--- src/rtl/sorted_static_linked_list_unit_defines.svh ---
// Assertion macros shared by the sorted list unit RTL.
`ifndef SORTED_STATIC_LINKED_LIST_UNIT_DEFINES_SVH
`define SORTED_STATIC_LINKED_LIST_UNIT_DEFINES_SVH

// Same-cycle implication, sampled on clk, off while rst_n is low
`define SSLL_ASSERT_IMP(lbl, ante, cons, msg) \
    lbl: assert property (@(posedge clk) disable iff (!rst_n) (ante) |-> (cons)) \
        else $error(msg);

// Next-cycle implication, sampled on clk, off while rst_n is low
`define SSLL_ASSERT_NXT(lbl, ante, cons, msg) \
    lbl: assert property (@(posedge clk) disable iff (!rst_n) (ante) |=> (cons)) \
        else $error(msg);

`endif

--- src/rtl/ssll_pkg.sv ---
// Package: sizes, codes, beat types and helpers of the sorted list unit.
`timescale 1ns / 1ps

package ssll_pkg;

    // Store geometry; the null link is MAX_ENTRIES
    localparam int MAX_ENTRIES = 64;
    localparam int IDX_W       = $clog2(MAX_ENTRIES);
    localparam int LINK_W      = $clog2(MAX_ENTRIES + 1);
    localparam int VAL_W       = 32;

    localparam logic [LINK_W-1:0] NULL_LINK = LINK_W'(MAX_ENTRIES);

    // Request codes
    localparam logic [1:0] REQ_APPEND = 2'd0;
    localparam logic [1:0] REQ_INSERT = 2'd1;
    localparam logic [1:0] REQ_SEARCH = 2'd2;
    localparam logic [1:0] REQ_DELETE = 2'd3;

    // Status codes
    localparam logic [1:0] ST_OK      = 2'd0;
    localparam logic [1:0] ST_FULL    = 2'd1;
    localparam logic [1:0] ST_DUP     = 2'd2;
    localparam logic [1:0] ST_MISSING = 2'd3;

    // Request beat
    typedef struct packed {
        logic [1:0]              req_type;
        logic signed [VAL_W-1:0] key_value;
    } req_t;

    // Result beat
    typedef struct packed {
        logic [1:0]        status;
        logic [IDX_W-1:0]  slot_index;
        logic [LINK_W-1:0] list_length;
    } rsp_t;

    // Access bundle from the sequencer to the slot store
    typedef struct packed {
        logic [IDX_W-1:0]        rd_addr;
        logic                    val_we;
        logic [IDX_W-1:0]        val_addr;
        logic signed [VAL_W-1:0] val_data;
        logic                    link_we;
        logic [IDX_W-1:0]        link_addr;
        logic [LINK_W-1:0]       link_data;
    } store_cmd_t;

    // True when a link names a real slot
    function automatic logic is_slot(input logic [LINK_W-1:0] p);
        return p < NULL_LINK;
    endfunction

endpackage

--- src/rtl/ssll_store.sv ---
// Slot store: value memory and link memory, one shared read address, registered reads.
`timescale 1ns / 1ps

module ssll_store (
    input  logic                                clk,
    input  logic                                rst_n,
    input  ssll_pkg::store_cmd_t                cmd,
    output logic signed [ssll_pkg::VAL_W-1:0]   rd_value,
    output logic [ssll_pkg::LINK_W-1:0]         rd_link
);

    logic signed [ssll_pkg::VAL_W-1:0] value_mem [ssll_pkg::MAX_ENTRIES];
    logic [ssll_pkg::LINK_W-1:0]       link_mem  [ssll_pkg::MAX_ENTRIES];
    logic [ssll_pkg::MAX_ENTRIES-1:0]  link_valid_reg;
    logic signed [ssll_pkg::VAL_W-1:0] rd_value_reg;
    logic [ssll_pkg::LINK_W-1:0]       rd_link_reg;

    // Value memory: one write, one read per cycle
    always_ff @(posedge clk)
    begin
        if (cmd.val_we)
        begin
            value_mem[cmd.val_addr] <= cmd.val_data;
        end
        rd_value_reg <= value_mem[cmd.rd_addr];
    end

    // Link memory; an unwritten entry reads as its reset link, slot plus one
    always_ff @(posedge clk)
    begin
        if (cmd.link_we)
        begin
            link_mem[cmd.link_addr] <= cmd.link_data;
        end
        if (link_valid_reg[cmd.rd_addr])
        begin
            rd_link_reg <= link_mem[cmd.rd_addr];
        end
        else
        begin
            rd_link_reg <= ssll_pkg::LINK_W'(cmd.rd_addr) + ssll_pkg::LINK_W'(1);
        end
    end

    // Written marks for the link memory
    always_ff @(posedge clk or negedge rst_n)
    begin
        if (!rst_n)
        begin
            link_valid_reg <= '0;
        end
        else if (cmd.link_we)
        begin
            link_valid_reg[cmd.link_addr] <= 1'b1;
        end
    end

    assign rd_value = rd_value_reg;
    assign rd_link  = rd_link_reg;

endmodule

--- src/rtl/sorted_static_linked_list_unit.sv ---
// Top level: request sequencer of the sorted list unit.
`timescale 1ns / 1ps
`include "sorted_static_linked_list_unit_defines.svh"

// Sorted list of up to 64 signed 32-bit values held in a slot store with a
// free-slot chain. A request is taken when start is high and busy is low; its
// result appears on result, marked by done for one cycle, and must be taken then.
// Search, delete and sorted insert walk the list from the head, one node per
// cycle through the store's registered read port, stopping at the first value
// not less than the key; append walks to the tail. A walk passes at most 64
// nodes on a search or delete that misses and at most 63 otherwise. busy falls
// as the result appears, so the next request can be taken at the edge that
// takes the result. A full store answers append and insert straight from idle,
// without raising busy. No clearing pass is needed after reset.
module sorted_static_linked_list_unit (
    input  logic           clk,
    input  logic           rst_n,
    input  logic           start,
    input  ssll_pkg::req_t request,
    output logic           busy,
    output logic           done,
    output ssll_pkg::rsp_t result
);

    typedef enum logic [5:0] {
        S_IDLE    = 6'b000001,
        S_WALK    = 6'b000010,
        S_ALLOC   = 6'b000100,
        S_SPLICE  = 6'b001000,
        S_UNLINK  = 6'b010000,
        S_RELEASE = 6'b100000
    } state_t;

    state_t                              state_reg, state_next;
    logic [1:0]                          req_type_reg, req_type_next;
    logic signed [ssll_pkg::VAL_W-1:0]   key_reg, key_next;
    logic [ssll_pkg::LINK_W-1:0]         cur_reg, cur_next;
    logic [ssll_pkg::LINK_W-1:0]         prev_reg, prev_next;
    logic [ssll_pkg::LINK_W-1:0]         succ_reg, succ_next;
    logic [ssll_pkg::LINK_W-1:0]         walk_n_reg, walk_n_next;
    logic [ssll_pkg::IDX_W-1:0]          slot_reg, slot_next;
    logic [ssll_pkg::LINK_W-1:0]         list_head_reg, list_head_next;
    logic [ssll_pkg::LINK_W-1:0]         free_head_reg, free_head_next;
    logic [ssll_pkg::LINK_W-1:0]         count_reg, count_next;
    logic                                done_reg, done_next;
    ssll_pkg::rsp_t                      result_reg, result_next;

    ssll_pkg::store_cmd_t                cmd;
    logic signed [ssll_pkg::VAL_W-1:0]   rd_value;
    logic [ssll_pkg::LINK_W-1:0]         rd_link;

    logic                                accept;
    logic                                cur_ok;
    logic                                go_on;
    logic                                hit;

    ssll_store u_store (
        .clk      (clk),
        .rst_n    (rst_n),
        .cmd      (cmd),
        .rd_value (rd_value),
        .rd_link  (rd_link)
    );

    assign accept = start && (state_reg == S_IDLE);

    // Walk decisions on the node whose read data has just arrived
    assign cur_ok = ssll_pkg::is_slot(cur_reg)
                    && (walk_n_reg < ssll_pkg::LINK_W'(ssll_pkg::MAX_ENTRIES));
    assign go_on  = cur_ok && ((req_type_reg == ssll_pkg::REQ_APPEND) || (rd_value < key_reg));
    assign hit    = cur_ok && (rd_value == key_reg);

    // Sequencer
    always_comb
    begin
        state_next     = state_reg;
        req_type_next  = req_type_reg;
        key_next       = key_reg;
        cur_next       = cur_reg;
        prev_next      = prev_reg;
        succ_next      = succ_reg;
        walk_n_next    = walk_n_reg;
        slot_next      = slot_reg;
        list_head_next = list_head_reg;
        free_head_next = free_head_reg;
        count_next     = count_reg;
        done_next      = 1'b0;
        result_next    = result_reg;

        cmd            = '0;
        cmd.rd_addr    = cur_reg[ssll_pkg::IDX_W-1:0];

        case (state_reg)
            S_IDLE:
            begin
                if (accept)
                begin
                    req_type_next = request.req_type;
                    key_next      = request.key_value;
                    if ((request.req_type inside {ssll_pkg::REQ_APPEND, ssll_pkg::REQ_INSERT})
                        && !ssll_pkg::is_slot(free_head_reg))
                    begin
                        done_next               = 1'b1;
                        result_next.status      = ssll_pkg::ST_FULL;
                        result_next.slot_index  = '0;
                        result_next.list_length = count_reg;
                    end
                    else
                    begin
                        cur_next    = list_head_reg;
                        prev_next   = ssll_pkg::NULL_LINK;
                        walk_n_next = '0;
                        cmd.rd_addr = list_head_reg[ssll_pkg::IDX_W-1:0];
                        state_next  = S_WALK;
                    end
                end
            end

            S_WALK:
            begin
                if (go_on)
                begin
                    // step to the successor and fetch it
                    prev_next   = cur_reg;
                    cur_next    = rd_link;
                    walk_n_next = walk_n_reg + ssll_pkg::LINK_W'(1);
                    cmd.rd_addr = rd_link[ssll_pkg::IDX_W-1:0];
                end
                else
                begin
                    case (req_type_reg)
                        ssll_pkg::REQ_APPEND:
                        begin
                            cmd.rd_addr = free_head_reg[ssll_pkg::IDX_W-1:0];
                            state_next  = S_ALLOC;
                        end
                        ssll_pkg::REQ_INSERT:
                        begin
                            if (hit)
                            begin
                                done_next               = 1'b1;
                                result_next.status      = ssll_pkg::ST_DUP;
                                result_next.slot_index  = '0;
                                result_next.list_length = count_reg;
                                state_next              = S_IDLE;
                            end
                            else
                            begin
                                cmd.rd_addr = free_head_reg[ssll_pkg::IDX_W-1:0];
                                state_next  = S_ALLOC;
                            end
                        end
                        default:
                        begin
                            // search and delete
                            if (hit && (req_type_reg == ssll_pkg::REQ_DELETE))
                            begin
                                succ_next  = rd_link;
                                state_next = S_UNLINK;
                            end
                            else
                            begin
                                done_next               = 1'b1;
                                result_next.status      = hit ? ssll_pkg::ST_OK
                                                              : ssll_pkg::ST_MISSING;
                                result_next.slot_index  = hit ? cur_reg[ssll_pkg::IDX_W-1:0]
                                                              : '0;
                                result_next.list_length = count_reg;
                                state_next              = S_IDLE;
                            end
                        end
                    endcase
                end
            end

            S_ALLOC:
            begin
                // pop the free chain, fill the new slot
                slot_next      = free_head_reg[ssll_pkg::IDX_W-1:0];
                free_head_next = rd_link;
                cmd.val_we     = 1'b1;
                cmd.val_addr   = free_head_reg[ssll_pkg::IDX_W-1:0];
                cmd.val_data   = key_reg;
                cmd.link_we    = 1'b1;
                cmd.link_addr  = free_head_reg[ssll_pkg::IDX_W-1:0];
                cmd.link_data  = (req_type_reg == ssll_pkg::REQ_APPEND) ? ssll_pkg::NULL_LINK
                                                                        : cur_reg;
                state_next     = S_SPLICE;
            end

            S_SPLICE:
            begin
                // hook the new slot behind its predecessor
                if (ssll_pkg::is_slot(prev_reg))
                begin
                    cmd.link_we   = 1'b1;
                    cmd.link_addr = prev_reg[ssll_pkg::IDX_W-1:0];
                    cmd.link_data = ssll_pkg::LINK_W'(slot_reg);
                end
                else
                begin
                    list_head_next = ssll_pkg::LINK_W'(slot_reg);
                end
                count_next              = count_reg + ssll_pkg::LINK_W'(1);
                done_next               = 1'b1;
                result_next.status      = ssll_pkg::ST_OK;
                result_next.slot_index  = slot_reg;
                result_next.list_length = count_next;
                state_next              = S_IDLE;
            end

            S_UNLINK:
            begin
                // bypass the victim
                if (ssll_pkg::is_slot(prev_reg))
                begin
                    cmd.link_we   = 1'b1;
                    cmd.link_addr = prev_reg[ssll_pkg::IDX_W-1:0];
                    cmd.link_data = succ_reg;
                end
                else
                begin
                    list_head_next = succ_reg;
                end
                state_next = S_RELEASE;
            end

            S_RELEASE:
            begin
                // push the victim onto the free chain
                cmd.link_we    = 1'b1;
                cmd.link_addr  = cur_reg[ssll_pkg::IDX_W-1:0];
                cmd.link_data  = free_head_reg;
                free_head_next = cur_reg;
                if (count_reg != '0)
                begin
                    count_next = count_reg - ssll_pkg::LINK_W'(1);
                end
                done_next               = 1'b1;
                result_next.status      = ssll_pkg::ST_OK;
                result_next.slot_index  = cur_reg[ssll_pkg::IDX_W-1:0];
                result_next.list_length = count_next;
                state_next              = S_IDLE;
            end

            default:
            begin
                state_next = S_IDLE;
            end
        endcase
    end

    // Control registers
    always_ff @(posedge clk or negedge rst_n)
    begin
        if (!rst_n)
        begin
            state_reg     <= S_IDLE;
            list_head_reg <= ssll_pkg::NULL_LINK;
            free_head_reg <= '0;
            count_reg     <= '0;
            done_reg      <= 1'b0;
        end
        else
        begin
            state_reg     <= state_next;
            list_head_reg <= list_head_next;
            free_head_reg <= free_head_next;
            count_reg     <= count_next;
            done_reg      <= done_next;
        end
    end

    // Working registers of the current request
    always_ff @(posedge clk)
    begin
        req_type_reg <= req_type_next;
        key_reg      <= key_next;
        cur_reg      <= cur_next;
        prev_reg     <= prev_next;
        succ_reg     <= succ_next;
        walk_n_reg   <= walk_n_next;
        slot_reg     <= slot_next;
        result_reg   <= result_next;
    end

    assign busy   = (state_reg != S_IDLE);
    assign done   = done_reg;
    assign result = result_reg;

    // Checks; the free chain runs dry at the end of S_ALLOC, and the count catches up only in S_SPLICE
    `SSLL_ASSERT_NXT(a_done_only_on_work, (state_reg == S_IDLE) && !start, !done_reg, "done without a request")
    `SSLL_ASSERT_IMP(a_count_bound, 1'b1, count_reg <= ssll_pkg::LINK_W'(ssll_pkg::MAX_ENTRIES), "list length beyond store size")
    `SSLL_ASSERT_IMP(a_free_empty_is_full, !ssll_pkg::is_slot(free_head_reg) && (state_reg != S_SPLICE), count_reg == ssll_pkg::LINK_W'(ssll_pkg::MAX_ENTRIES), "free chain empty with free slots left")
    `SSLL_ASSERT_IMP(a_fail_slot_zero, done_reg && (result_reg.status != ssll_pkg::ST_OK), result_reg.slot_index == '0, "failed request reports a slot")
    `SSLL_ASSERT_IMP(a_walk_bound, state_reg == S_WALK, walk_n_reg <= ssll_pkg::LINK_W'(ssll_pkg::MAX_ENTRIES), "walk ran past the store size")

endmodule

--- config.mk ---
export PLATFORM = sky130hd
export DESIGN_NAME = sorted_static_linked_list_unit
export DESIGN_NICKNAME = d
export VERILOG_FILES = /design/src/rtl/ssll_pkg.sv /design/src/rtl/ssll_store.sv /design/src/rtl/sorted_static_linked_list_unit.sv
export VERILOG_INCLUDE_DIRS = /design/src /design/src/rtl
export SDC_FILE = /design/constraint.sdc
export NUM_CORES = 2
export LEC_CHECK = 0
export BUFFER_PORTS_ARGS = -buffer_cell sky130_fd_sc_hd__buf_2
export CAP_MARGIN = 25
export CORE_UTILIZATION = 57
export DETAILED_ROUTE_END_ITERATION = 10
export PLACE_DENSITY = 0.73
export SLEW_MARGIN = 5
export SYNTH_ARGS = -nofsm -noshare
export SYNTH_HDL_FRONTEND = slang
export SYNTH_SLANG_ARGS = --single-unit
--- constraint.sdc ---
create_clock -name clk -period 9.1 [get_ports clk]
set_input_delay 1.365 -clock clk [delete_from_list [all_inputs] [get_ports clk]]
set_output_delay 1.365 -clock clk [all_outputs]
set_load 0.05 [all_outputs]
==> results.ini <==
[critical_path]
cp_required_ns=9.87
crit-reg2reg-capture=u_store.rd_value[24]$_DFF_P_
rr_startpoint=key_reg[5]$_DFFE_PP_
worst-path-buf-inv=4
critical-path-max-stage-delay_ns=0.95
critical_path.top_delay_family=compound AO/OA/AOI/OAI gates
critical_path_arrival_ns=8.28
regToRegSetupSlack_ns=1.60
startpoint=key_reg[5]$_DFFE_PP_
crit_path_max_fanout=103
cp_cell_sequence=inv_1, ha_1, a21oi_1, o21ai_0, a221oi_1, a311oi_2, nor4_4, mux2i_4, and2_4, inv_8, buf_12, buf_12, a211oi_1, a311oi_1, a31oi_1, a21oi_1, a211oi_1, a21oi_1
setup.worst_path.class=reg2reg
capturing_instance_or_port_of_the_critical_path=u_store.rd_value[24]$_DFF_P_
crit_path_top_delay_cell=sky130_fd_sc_hd__nor4_4
critical_path.endpoint_type=flop
r2r.worst_path.cells=18
worstSetupPathDepth=18
kind_of_start_point_of_the_critical_path=flop
critical_path_most_common_cell=sky130_fd_sc_hd__a21oi_1

[global_routing]
grt_start_max_net_pins=182
use_met3=0.0827
grt_overflow_total=0
met2_usage=0.469
grt_antenna_before_repair=13
grt_use_met1=0.448
overall_global_routing_resource_usage=0.319
globalRoute.busiestLayer=met2
grt_pass1_vias=68110
grt_first_pass_wirelength_mm=451

[finish]
most-common-layout-cells=sky130_fd_sc_hd__edfxtp_1 (2,579), sky130_fd_sc_hd__nand2_1 (1,774), sky130_fd_sc_hd__nand3_1 (935)
largest_register_ffs=2048
post_route_cells_drive_above_1_share=0.108
layout.nets=8059
layout_commonest_cell=sky130_fd_sc_hd__edfxtp_1
final_cell_count_no_fill=10695
synthToLayoutAreaGrowth_pct=11.3
finish.instance_area_um2=121000

[outcome]
status=complete, no violations

[cts]
path_clk_slew_ns=0.06
root_buffer=sky130_fd_sc_hd__clkbuf_16
tritoncts=done
cts-htree-levels=5
clock_latency_ns=0.96
cts_made_buffers=286
post-cts-setup-buffers=0
clock_path_buffers=4
cts.repair.resized=0
ctsHoldBuffers=0
cts_sinks=2710

[route]
detail_route.first_pass.iterations=6
postRouteAntennaNets=0
dr_vias=72055
drt_iter0_drc=11912
drt-wirelength-per-cell_um=29.3
routed_via_density=6.74
finalWirelength_mm=314
remaining_drc_errors=0

[yosys]
postSynthAreaPerCell_um2=13.6
post_synthesis_cell_area_um2=109000
synth_enable_flop_cells=2579
postSynthCellCount=7993
synthDominantCellAreaShare=0.710
synthFlopType=sky130_fd_sc_hd__edfxtp_1
share_of_async_settable_or_async_resettable_flops_after_synthesis=0.0339
yosys.cell_types.count=87
mappedNetlistNets=8067
ys_ff_latch=2710
ys_seq_area_frac=0.738
yosys_warnings=0
netlist_top_cells_area=sky130_fd_sc_hd__edfxtp_1 (71%), sky130_fd_sc_hd__nand2_1 (6.1%), sky130_fd_sc_hd__nand3_1 (4.3%), sky130_fd_sc_hd__a211oi_1 (2.5%), sky130_fd_sc_hd__a311oi_1 (2.2%)
netlist.top_cell.by_area=sky130_fd_sc_hd__edfxtp_1

[placed_design]
hpwlAfterDp_mm=164
dpl-instance-area_um2=113000
port_buffer_count=53
dpl.cell_count=10203
globalplace.congestion=0.906

[power_and_ir_drop]
power.share.sequential=0.342
totalPowerFinal_mw=41.1
switching_share=0.400
leakage_nw=43.1
power.internal_mw=24.7
ir_worst_vdd_v=0.000471
power.net_switching_mw=16.5
p_comb_frac=0.389
power.clock.fraction=0.268
pwr_density_cell_nw_per_um2=339

[floorplanning]
num_rows=160
start_util=0.573
core_region_area_um2=190000
die_w_um=439
io_pins=54
die_h_um=439
die_area_um2=193000

[timing]
setup-tns-final_ns=0
finClkSkew_ns=0.0490
hold_viol=0
slew-limit-headroom=0.248
fmax_mhz=133
setup_violations=0
whs_ns=0.436
maxSlewViolCount=0
unrepaired_setup_endpoints_after_global_routing=false
final_period_minus_worst_setup_slack_ns=7.50
min_period_over_period=0.825
timing_worst_slew_pin_value_ns=1.12

[hold_path]
timing.hold.worst.class=in2async

[run]
maxCapViolCount=0

-- metrics by stage --
step / setup WS [ns] / util
after floorplan: 4.23 / -
after global placement: 1.24 / 0.591
after detailed placement: 1.76 / 0.592
after CTS: 1.75 / 0.638
after global routing: 1.50 / 0.638
final: 1.60 / 0.638
-- worst reg2reg max path: cells and delay by family, from the launching register on --
family,cells,cell delay (ns)
AO/OA/AOI/OAI,10,3.30
adder cells (fa/ha/maj),1,0.28
buffers and inverters,4,1.40
flip-flops,1,0.36
multiplexers,1,0.42
AND/OR/NAND/NOR,2,1.59
-- cells by family (layout without fill, tap and decap cells) --
family          Yosys count  count (layout)  share of synthesized area
fa+ha+maj                37              37                    0.00425
buf+inv                 619             803                     0.0265
mux                     193             193                     0.0214
flops                  2710            2710                      0.738
compound gates         1074            1074                     0.0725
other cells               0               7                          0
xor+xnor                 12              12                   0.000964
simple gates           3348            3348                      0.136
-- Yosys cell counts (32+ instances only) --
| master | n |
|---|---|
| sky130_fd_sc_hd__dfxtp_1 | 39 |
| sky130_fd_sc_hd__a311oi_1 | 271 |
| sky130_fd_sc_hd__a31oi_1 | 105 |
| sky130_fd_sc_hd__dfrtp_1 | 90 |
| sky130_fd_sc_hd__buf_2 | 144 |
| sky130_fd_sc_hd__edfxtp_1 | 2579 |
| sky130_fd_sc_hd__inv_1 | 46 |
| sky130_fd_sc_hd__a211oi_1 | 370 |
| sky130_fd_sc_hd__a22oi_1 | 32 |
| sky130_fd_sc_hd__buf_4 | 40 |
| sky130_fd_sc_hd__mux2i_1 | 152 |
| sky130_fd_sc_hd__nor2_1 | 222 |
| sky130_fd_sc_hd__ha_1 | 37 |
| sky130_fd_sc_hd__o21ai_0 | 41 |
| sky130_fd_sc_hd__and3_1 | 218 |
| sky130_fd_sc_hd__a21oi_1 | 142 |
| sky130_fd_sc_hd__clkbuf_1 | 313 |
| sky130_fd_sc_hd__or2_2 | 61 |
| sky130_fd_sc_hd__nand2_1 | 1774 |
| sky130_fd_sc_hd__nor3_1 | 44 |
| sky130_fd_sc_hd__buf_1 | 47 |
| sky130_fd_sc_hd__nand3_1 | 935 |
-- how the worst min path moves through the flow --
stage                                                      start                                     end  slack, ns
after floorplan                       u_store.rd_link[0]$_DFF_P_                   succ_reg[0]$_DFFE_PP_       0.42
after global placement    u_store.link_valid_reg[58]$_DFFE_PN0P_  u_store.link_valid_reg[58]$_DFFE_PN0P_       0.44
after detailed placement  u_store.link_valid_reg[58]$_DFFE_PN0P_  u_store.link_valid_reg[58]$_DFFE_PN0P_       0.44
after CTS                                                  rst_n  u_store.link_valid_reg[61]$_DFFE_PN0P_       0.45
after global routing      u_store.link_valid_reg[34]$_DFFE_PN0P_  u_store.link_valid_reg[34]$_DFFE_PN0P_       0.47
final                                                      rst_n  u_store.link_valid_reg[61]$_DFFE_PN0P_       0.44
-- power groups by stage --
stage               logic [mW]  clock network [mW]  registers, mW
floorplan                 10.1                   0           14.2
global placement          15.0                   0           14.3
detailed placement        15.5                   0           14.3
CTS                       15.6                11.1           14.1
global route              16.8                11.5           14.1
finish                    16.0                11.0           14.1
-- layout make-up --
type                            count  area, µm²
Fill cell                       13191      68800
Antenna cell                        7       17.5
Inverter                           51        206
Clock buffer                      397       7940
Timing Repair Buffer              272       2260
Tap cell                         2511       3140
Multi-Input combinational cell   4664      26600
Sequential cell                  2710      80500
Clock inverter                     83        717
-- routing by layer --
metal  share of wire  wire length [µm]
met2            0.44            139000
met4           0.050             15700
met3            0.14             44200
met1            0.36            114000
met5         0.00010                32
(Power assumes the default switching activity.)
